<file path="src/sv/mxbh_pkg.sv">
`default_nettype none

package mxbh_pkg;

  // Mix constants, all arithmetic is mod 2^32.
  localparam logic [31:0] HashXorKey = 32'hA3C59AC3;
  localparam logic [31:0] HashMult   = 32'h9E3779B9;
  localparam int unsigned HashShift  = 16;

  // Index of the multiply step inside one mix round (three steps).
  localparam int unsigned StepW    = 2;
  localparam logic [StepW-1:0] StepFirst = 2'd0;
  localparam logic [StepW-1:0] StepLast  = 2'd2;

  typedef enum logic [1:0] {
    S_IDLE,
    S_MIX,
    S_OUT
  } mxbh_state_e;

  // Command from the sequencer to the shared multiply unit.
  typedef struct packed {
    logic        clear;  // return the hash state to zero
    logic        first;  // xor data and key into the state, then multiply
    logic        run;    // xor-shift the state, then multiply
    logic [31:0] data;   // word mixed in on a first step
  } mxbh_cmd_t;

endpackage

`default_nettype wire

</file>
<file path="src/sv/mxbh_byte_if.sv">
`default_nettype none

interface mxbh_byte_if;
  logic       valid;
  logic       ready;
  logic [7:0] data_byte;
  logic       last_byte;

  modport source (output valid, output data_byte, output last_byte, input ready);
  modport sink   (input valid, input data_byte, input last_byte, output ready);
endinterface

`default_nettype wire

</file>
<file path="src/sv/mxbh_hash_if.sv">
`default_nettype none

interface mxbh_hash_if;
  logic        valid;
  logic        ready;
  logic [31:0] hash_value;

  modport source (output valid, output hash_value, input ready);
  modport sink   (input valid, input hash_value, output ready);
endinterface

`default_nettype wire

</file>
<file path="src/sv/mxbh_mix.sv">
`default_nettype none

// Shared multiply unit: holds the hash state and applies one multiply step per command.
module mxbh_mix (
  input  wire logic                 clk_i,
  input  wire logic                 rst_ni,
  input  wire mxbh_pkg::mxbh_cmd_t  cmd_i,
  output logic [31:0]               state_o
);

  logic [31:0] state_q;
  logic [31:0] state_d;
  logic [31:0] opnd;
  logic [31:0] prod;

  always_comb begin
    if (cmd_i.first) begin
      opnd = state_q ^ cmd_i.data ^ mxbh_pkg::HashXorKey;
    end else begin
      opnd = state_q ^ (state_q >> mxbh_pkg::HashShift);
    end
  end

  assign prod = opnd * mxbh_pkg::HashMult;

  always_comb begin
    state_d = state_q;
    if (cmd_i.clear) begin
      state_d = '0;
    end else if (cmd_i.first || cmd_i.run) begin
      state_d = prod;
    end
  end

  always_ff @(posedge clk_i or negedge rst_ni) begin
    if (!rst_ni) begin
      state_q <= '0;
    end else begin
      state_q <= state_d;
    end
  end

  assign state_o = state_q;

endmodule

`default_nettype wire

</file>
<file path="src/sv/multiply_xorshift_byte_hash.sv">
`default_nettype none

// Byte-stream hash with a golden-ratio multiply and xor-shift mix. A packet
// comes in one byte per request on byte_i; the request whose last_byte is set
// closes the packet, and one 32-bit hash_value request then leaves on hash_o.
// Bytes are packed into a 32-bit word; the first byte of the packet and every
// fourth byte after it fold the word into the hash state with one mix round,
// and the last byte folds in whatever is left. A mix round is three multiply
// steps on a single shared 32x32 multiplier, one step per cycle. A byte that
// only packs into the word starts no round. A byte that starts a word is
// accepted and then runs the three multiply steps. The last byte runs its
// round and then the output load; when it also starts a word, two rounds
// run back to back before the load. The block accepts no byte while a round
// runs. The result sits in an output register, so the next packet may start
// while the hash is still waiting to be taken; only the output load of a
// following packet waits for that register to empty. After each hash the
// mix and packing state returns to its reset value.
module multiply_xorshift_byte_hash (
  input  wire logic   clk_i,
  input  wire logic   rst_ni,
  mxbh_byte_if.sink   byte_i,
  mxbh_hash_if.source hash_o
);

  mxbh_pkg::mxbh_state_e           state_q, state_d;
  logic [mxbh_pkg::StepW-1:0]      step_q, step_d;
  logic [1:0]                      phase_q, phase_d;
  logic [31:0]                     pend_q, pend_d;
  logic                            last_q, last_d;
  logic                            second_q, second_d;
  logic                            out_valid_q, out_valid_d;
  logic [31:0]                     hash_q, hash_d;
  logic [31:0]                     pend_new;
  logic                            accept;
  logic                            out_free;
  mxbh_pkg::mxbh_cmd_t             cmd;
  logic [31:0]                     mix_state;

  assign byte_i.ready = (state_q == mxbh_pkg::S_IDLE);
  assign accept       = byte_i.valid && byte_i.ready;
  assign pend_new     = {pend_q[23:0], byte_i.data_byte};
  assign out_free     = !out_valid_q || hash_o.ready;

  // Sequencer: decides which multiply step runs and when the hash is loaded.
  always_comb begin
    state_d     = state_q;
    step_d      = step_q;
    phase_d     = phase_q;
    pend_d      = pend_q;
    last_d      = last_q;
    second_d    = second_q;
    hash_d      = hash_q;
    out_valid_d = out_valid_q;
    cmd         = '0;
    cmd.data    = pend_q;

    if (out_valid_q && hash_o.ready) begin
      out_valid_d = 1'b0;
    end

    case (state_q)
      mxbh_pkg::S_IDLE: begin
        if (accept) begin
          pend_d  = pend_new;
          phase_d = byte_i.last_byte ? 2'd0 : phase_q + 2'd1;
          if ((phase_q == 2'd0) || byte_i.last_byte) begin
            // A word boundary or the end of the packet starts a mix round.
            state_d  = mxbh_pkg::S_MIX;
            step_d   = mxbh_pkg::StepFirst;
            last_d   = byte_i.last_byte;
            second_d = (phase_q == 2'd0) && byte_i.last_byte;
          end
        end
      end
      mxbh_pkg::S_MIX: begin
        cmd.first = (step_q == mxbh_pkg::StepFirst);
        cmd.run   = (step_q != mxbh_pkg::StepFirst);
        step_d    = step_q + 2'd1;
        if (step_q == mxbh_pkg::StepLast) begin
          pend_d = '0;
          step_d = mxbh_pkg::StepFirst;
          if (second_q) begin
            // The last byte also opened a word: mix the empty word once more.
            second_d = 1'b0;
          end else if (last_q) begin
            state_d = mxbh_pkg::S_OUT;
          end else begin
            state_d = mxbh_pkg::S_IDLE;
          end
        end
      end
      mxbh_pkg::S_OUT: begin
        if (out_free) begin
          hash_d      = mix_state;
          out_valid_d = 1'b1;
          cmd.clear   = 1'b1;
          last_d      = 1'b0;
          state_d     = mxbh_pkg::S_IDLE;
        end
      end
      default: begin
        state_d = mxbh_pkg::S_IDLE;
      end
    endcase
  end

  always_ff @(posedge clk_i or negedge rst_ni) begin
    if (!rst_ni) begin
      state_q     <= mxbh_pkg::S_IDLE;
      step_q      <= mxbh_pkg::StepFirst;
      phase_q     <= 2'd0;
      pend_q      <= '0;
      last_q      <= 1'b0;
      second_q    <= 1'b0;
      out_valid_q <= 1'b0;
    end else begin
      state_q     <= state_d;
      step_q      <= step_d;
      phase_q     <= phase_d;
      pend_q      <= pend_d;
      last_q      <= last_d;
      second_q    <= second_d;
      out_valid_q <= out_valid_d;
    end
  end

  always_ff @(posedge clk_i) begin
    hash_q <= hash_d;
  end

  mxbh_mix u_mix (
    .clk_i   (clk_i),
    .rst_ni  (rst_ni),
    .cmd_i   (cmd),
    .state_o (mix_state)
  );

  assign hash_o.valid      = out_valid_q;
  assign hash_o.hash_value = hash_q;

  // A byte that neither opens a word nor ends the packet starts no round.
  a_pack_only: assert property (@(posedge clk_i) disable iff (!rst_ni)
    (accept && !byte_i.last_byte && (phase_q != 2'd0)) |=> (state_q == mxbh_pkg::S_IDLE))
    else $error("packing byte started a mix round");

  // A new hash appears only out of the output load state.
  a_out_source: assert property (@(posedge clk_i) disable iff (!rst_ni)
    $rose(out_valid_q) |-> $past(state_q == mxbh_pkg::S_OUT))
    else $error("hash presented without a finished packet");

  // When the hash is loaded, the packing word and position are already clear.
  a_out_clean: assert property (@(posedge clk_i) disable iff (!rst_ni)
    (state_q == mxbh_pkg::S_OUT) |-> ((phase_q == 2'd0) && (pend_q == '0) && !second_q))
    else $error("state not cleared before hash load");

  // The last byte always starts a mix round from its first step.
  a_last_mix: assert property (@(posedge clk_i) disable iff (!rst_ni)
    (accept && byte_i.last_byte) |=>
      ((state_q == mxbh_pkg::S_MIX) && (step_q == mxbh_pkg::StepFirst) && last_q))
    else $error("last byte did not start the final mix");

endmodule

`default_nettype wire
</file>
<file path="src/flat_wrapper.sv">
// flat-port wrapper written by rule: the top's interface ports become plain ports
module multiply_xorshift_byte_hash_flat 
  (clk_i, rst_ni, byte_i_valid, byte_i_data_byte, byte_i_last_byte, byte_i_ready, hash_o_valid, hash_o_hash_value, hash_o_ready);
  mxbh_byte_if byte_i_i ();
  mxbh_hash_if hash_o_i ();
  input  wire logic clk_i;
  input  wire logic rst_ni;
  input wire logic [$bits(byte_i_i.valid)-1:0] byte_i_valid;
  input wire logic [$bits(byte_i_i.data_byte)-1:0] byte_i_data_byte;
  input wire logic [$bits(byte_i_i.last_byte)-1:0] byte_i_last_byte;
  output wire logic [$bits(byte_i_i.ready)-1:0] byte_i_ready;
  output wire logic [$bits(hash_o_i.valid)-1:0] hash_o_valid;
  output wire logic [$bits(hash_o_i.hash_value)-1:0] hash_o_hash_value;
  input wire logic [$bits(hash_o_i.ready)-1:0] hash_o_ready;
  assign byte_i_i.valid = byte_i_valid;
  assign byte_i_i.data_byte = byte_i_data_byte;
  assign byte_i_i.last_byte = byte_i_last_byte;
  assign byte_i_ready = byte_i_i.ready;
  assign hash_o_valid = hash_o_i.valid;
  assign hash_o_hash_value = hash_o_i.hash_value;
  assign hash_o_i.ready = hash_o_ready;
  multiply_xorshift_byte_hash u_core (.clk_i(clk_i), .rst_ni(rst_ni), .byte_i(byte_i_i), .hash_o(hash_o_i));
endmodule
</file>
<file path="config.mk">
export PLATFORM = sky130hd
export DESIGN_NAME = multiply_xorshift_byte_hash_flat
export DESIGN_NICKNAME = d
export VERILOG_FILES = /design/src/sv/mxbh_pkg.sv /design/src/sv/mxbh_byte_if.sv /design/src/sv/mxbh_hash_if.sv /design/src/sv/mxbh_mix.sv /design/src/sv/multiply_xorshift_byte_hash.sv /design/src/flat_wrapper.sv
export SDC_FILE = /design/constraint.sdc
export NUM_CORES = 1
export LEC_CHECK = 0
export BUFFER_PORTS_ARGS = -buffer_cell sky130_fd_sc_hd__clkbuf_2
export CAP_MARGIN = 20
export CORE_ASPECT_RATIO = 1.1
export CORE_MARGIN = 1.5
export CORE_UTILIZATION = 50
export CTS_BUF_LIST = sky130_fd_sc_hd__clkbuf_4
export CTS_CLUSTER_DIAMETER = 80
export DETAILED_ROUTE_END_ITERATION = 10
export PLACE_DENSITY = 0.66
export SLEW_MARGIN = 20
export SYNTH_ARGS = -nofsm -noshare
export SYNTH_HDL_FRONTEND = slang
export SYNTH_HIERARCHICAL = 1
export SYNTH_SLANG_ARGS = --single-unit
export TNS_END_PERCENT = 5
</file>
<file path="constraint.sdc">
create_clock -name clk_i -period 10.8 [get_ports clk_i]
set_clock_uncertainty 0.05 [all_clocks]
set_input_delay 0.54 -clock clk_i [delete_from_list [all_inputs] [get_ports clk_i]]
set_output_delay 0.54 -clock clk_i [all_outputs]
set_load 0.01 [all_outputs]
</file>
# Word level (Yosys, flattened, before mapping)
# Cells that the tools add are included.
[word_totals]
ff_bits = 105
latch_bits = 0
mem_bits_rw = 0
rom_bits = 0
out_inout_bits = 34
elab_cells = 76
n_memories = 0
[classes]
addsub = 2
mul = 1
n_div = 0
order_cmp = 0
n_eq_ne = 8
n_shift = 0
muxes = 32
n_bitwise = 3
n_reduce_logical = 21
[op_table]
columns = ["op", "n"]
rows = [
  ["two-way mux 32 bit", 5],
  ["case mux 32 bit (2 select lines)", 1],
  ["multiplier 32 x 32 -> 32 bit, second input constant", 1],
  ["bitwise XOR 32 x 16 -> 32 bit", 1],
  ["bitwise XOR 32 bit", 1],
  ["two-way mux 2 bit", 11],
  ["NOT 16 bit", 1],
  ["two-way mux 1 bit", 11],
  ["AND reduction 4 bit", 2],
  ["nonzero test 2 bit", 4],
  ["logical NOT 2 bit", 3],
  ["!= test 2 bit, second input constant", 3],
  ["case mux 2 bit (3 select lines)", 1],
  ["AND reduction 3 bit", 2],
  ["AND reduction 5 bit", 1],
  ["adder 2 x 1 -> 2 bit, second input constant", 2],
  ["equality test 2 bit, second input constant", 2],
  ["!= test 2 x 1 -> 1 bit, second input constant", 2],
  ["case mux 1 bit (2 select lines)", 2],
  ["case mux 2 bit (2 select lines)", 1],
  ["AND reduction 2 bit", 2],
  ["logical AND 1 bit", 3],
  ["logical OR 1 bit", 3],
  ["equality test 2 x 1 -> 1 bit, second input constant", 1],
  ["logical NOT 1 bit", 1],
]

# Depth between registers and ports, before layout
[depth]
word_depth = 6
depth_mapped = 33

# Modules after synthesis
# The synthesis kept the hierarchy.
[modules_own_cells]
columns = ["mod", "n_inst", "cells_per_inst", "area_each_um2"]
rows = [
  ["mxbh_mix", 1, 1097, 11262.1],
  ["multiply_xorshift_byte_hash", 1, 151, 2566.2],
]

# Worst setup path before layout
# Ideal clock, no wire load.
[synth_timing]
kind = "register to register"
start = "register u_core.state_q[0]"
end = "register u_core.u_mix.state_q[31] (netlist: u_core/u_mix/state_o[31])"
setup_ps = 87
arrival_time_ps = 8889
slack_ps = 1775
path_stages_with_launch = 30
path_buffers = 5
path_cell_list = "dfrtp_1 buf_6 or2b_1 nor3_1 buf_6 buf_6 clkbuf_1 clkbuf_1 o21ai_0 xnor2_1 fa_1 fa_1 inv_1 fa_1 inv_1 fa_1 fa_1 fa_1 fa_1 fa_1 ha_1 a21o_1 a21o_1 a21oi_1 nand3_1 o31ai_1 o21ai_0 a21oi_1 xnor3_1 a211oi_2"
[synth_lines]
columns = ["item", "line", "text"]
rows = [
  ["start, declared", "multiply_xorshift_byte_hash.sv:25", "mxbh_pkg::mxbh_state_e state_q, state_d;"],
  ["start signal, assigned", "multiply_xorshift_byte_hash.sv:109", "state_q <= mxbh_pkg::S_IDLE;"],
  ["start signal, assigned", "multiply_xorshift_byte_hash.sv:117", "state_q <= state_d;"],
  ["end signal, assigned", "mxbh_mix.sv:39", "state_q <= state_d;"],
  ["end, declared", "mxbh_mix.sv:11", "logic [31:0] state_q;"],
]

==> key figures <==
Worst setup path
  – Crit Path Max Fanout: 13
  – Element type at the critical path end: flop
  – Crit path max-delay family: adder cells
  – CP dominant cell by count: fa_1
  – Setup crit start kind: flop
  – Max incr delay on CP: between 0.8 and 0.9 ns
  – Critical path required time: roughly 11 ns
  – Worst Path Buf+Inv: 5
  – Slowest cell on the critical path: xnor2_2
  – Crit path depth: 28
  – Worst setup path category: reg2reg
  – WP data arrival: 9.77 ns
  – FF-to-FF path depth: 28

Cells and area
  – Number of fill cells: roughly 2400
  – Nets: 1734
  – Multi-input gate area: 0.00987 mm^2
  – Area Overhead vs Synth: 6.11%
  – Share of cells above drive strength 1: 8.44%
  – Seq. cell area: 0.00279 mm^2

Timing
  – Count of final setup violators: 0
  – Fmax: 106 MHz
  – Fin crit share: around 87%
  – Setup TNS: 0 ns
  – RSZ-0062 raised after global routing: no
  – Fin. Hold Viols: 0
  – Max-slew headroom: a little under 30%
  – Slew Viols, Final: 0
  – Tightest Pin Transition: 1.06 ns
  – Crit path time final: 9.44 ns

Floorplan
  – Die height: between 150 and 200 um
  – Die ar.: 0.0287 mm^2
  – Die Span X: ~160 um
  – Initial Utilization: about 50%
  – Std-Cell Rows: 63
  – Core ar.: approximately 0.027 mm^2
  – Ports: between 40 and 50

Logic synthesis
  – FFs w/ async S/R, synth: 69.5%
  – Yosys reg bits: around 110
  – Distinct cells, synth: 69
  – Syn_nets: between 1500 and 2000
  – Yosys warns: 6
  – Synth Instances: 1248
  – Avg Synthesized Cell Area: about 11 um^2
  – Post-synth top area share: 32.4%
  – Post-synthesis sequential area ratio: 20.2%
  – Top post-synthesis cells by area: fa_1 32%, ha_1 18%, dfrtp_1 13%
  – Ys flop type: dfrtp_1
  – Synth top cells by count: 282 x inv_1, 224 x fa_1, 198 x ha_1
  – EDFF count, synth: 32
  – Most area-hungry cell type in the Yosys netlist: fa_1
  – Synth Cell Area: 0.0138 mm^2
  – Top-count cell post-synth: inv_1

Min path
  – Hold Path Class: in2async

Detailed routing
  – Drt total wl: ~35 mm
  – DR vias: 8939
  – Initial DRC count: just under 600
  – DRT Pass-1 Iters: 5
  – DR vias/cell: 5.38
  – DRC Markers: 0
  – Post-route ant nets: 0
  – Routed WL per cell: 21.1 um

Placement
  – HPWL after DPL: roughly 30 mm
  – Routability Congestion: 0.967
  – Buffers on Ports: 46

CTS
  – Clk buf depth: 2
  – Num CTS Buffers: 9
  – Hold buffer count at CTS: 0
  – CTS root buf: clkbuf_4
  – Clock latency on the worst-skew pair: between 0.4 and 0.5 ns
  – H-Tree Level Count: 3
  – Sink Count: 105
  – Clock slew at reported path FFs: 0.16 ns
  – CTS tree: done
  – Postcts setup bufs: 0
  – Post-CTS Resized: 0

GRT
  – Initial antenna violation count: 1
  – Vias in the first global route: a little under 10000
  – First-pass GRT wire length: 55.6 mm
  – Largest net degree at the start of global routing: 74
  – GRT overflow: 0
  – Total GRT Usage: between 20% and 30%

Run
  – Max Cap Violations: 0

Outcome
  – Outcome: completed
-- state kept, by name, indices dropped and copies added, names as in the netlist --
signal and flops:
u_core/u_mix/state_o 32, u_core/pend_q 32, u_core/hash_o.valid 1, u_core/last_q 1
u_core/phase_q 2, u_core/hash_o.hash_value 32, u_core/second_q 1, u_core/state_q 2
u_core/step_q 2
-- per-stage QoR --
stage	utilization (%)	instance area [um^2]	setup WS (ns)	hold slack, ns	std cells
floorplan	-	13800	1.77	0.194	1248
global placement	53.7	14500	1.61	0.429	1645
detailed placement	53.7	14500	1.41	0.435	1645
CTS	54.2	14700	1.33	0.142	1661
global route	54.3	14700	0.908	0.185	1662
finish	54.3	14700	1.36	0.117	1662
-- routing by layer --
layer,GRT usage (%),vias up,share of wire [%],wire length [um]
met2,45.2,255,51,17800
met1,35.5,4569,43,15000
met5,0,-,0,0
met4,8.18,0,2.5,877
met3,2.08,42,4.2,1480
li1,-,4073,-,-
-- final cells by class --
type	count	area share [%]
Clock inverter	6	0.418
Inverter	284	7.27
Tap cell	357	3.04
Clock buffer	10	0.512
Multi-Input combinational cell	835	67.2
Antenna cell	1	0.0171
Timing Repair Buffer	64	2.51
Sequential cell	105	19.0
-- path summary, 6_finish.rpt --
path | startpoint | to | slack (ns)
worst max-delay path | u_core/state_q[0] | u_core/u_mix/state_o[31] | 1.36
worst min-delay path | rst_ni | u_core/last_q | 0.12
worst max register to register | u_core/state_q[0] | u_core/u_mix/state_o[31] | 1.36
worst min register to register | u_core/pend_q[25] | u_core/pend_q[25] | 0.47
max in group asynchronous | rst_ni | u_core/pend_q[23] | 9.94
min in group clk_i | byte_i_data_byte[2] | u_core/pend_q[2] | 0.22
-- cell families (layout without fill, tap and decap cells) --
logic type	count (synthesis)	after routing	share of synthesized area (%)
buf+inv	308	364	8.65
fa+ha+maj	423	423	50.4
flops	105	105	20.2
other cells	0	1	0
xor+xnor	98	98	7.00
compound gates	142	142	7.21
mux	12	12	0.959
simple gates	160	160	5.60
-- cell usage in the layout, fill, tap and decap left out, drive strengths merged, types with 19 or more instances in the layout --
| cell type | netlist | routed |
|---|---|---|
| a21oi | 36 | 36 |
| a22o | 32 | 32 |
| buf | 13 | 19 |
| clkbuf | 11 | 55 |
| dfrtp | 73 | 73 |
| edfxtp | 32 | 32 |
| fa | 224 | 224 |
| ha | 198 | 198 |
| inv | 284 | 287 |
| nand2 | 69 | 69 |
| nor2 | 32 | 32 |
| o21ai | 19 | 19 |
| xnor2 | 75 | 75 |
| xor2 | 21 | 21 |
-- worst reg2reg max path, delay by kind of cell, from the launching register on --
| family | cells | cell delay [ns] |
|---|---|---|
| flip-flops | 1 | 0.54 |
| XOR/XNOR | 4 | 1.74 |
| multiplexers | 1 | 0.46 |
| AO/OA/AOI/OAI | 7 | 1.58 |
| buffers and inverters | 5 | 0.29 |
| adder cells (fa/ha/maj) | 8 | 3.52 |
| AND/OR/NAND/NOR | 3 | 1.21 |
Power is left out: the tool's default activity adds up to more than one toggle a clock period on the data nets, which glitch-free logic cannot reach.
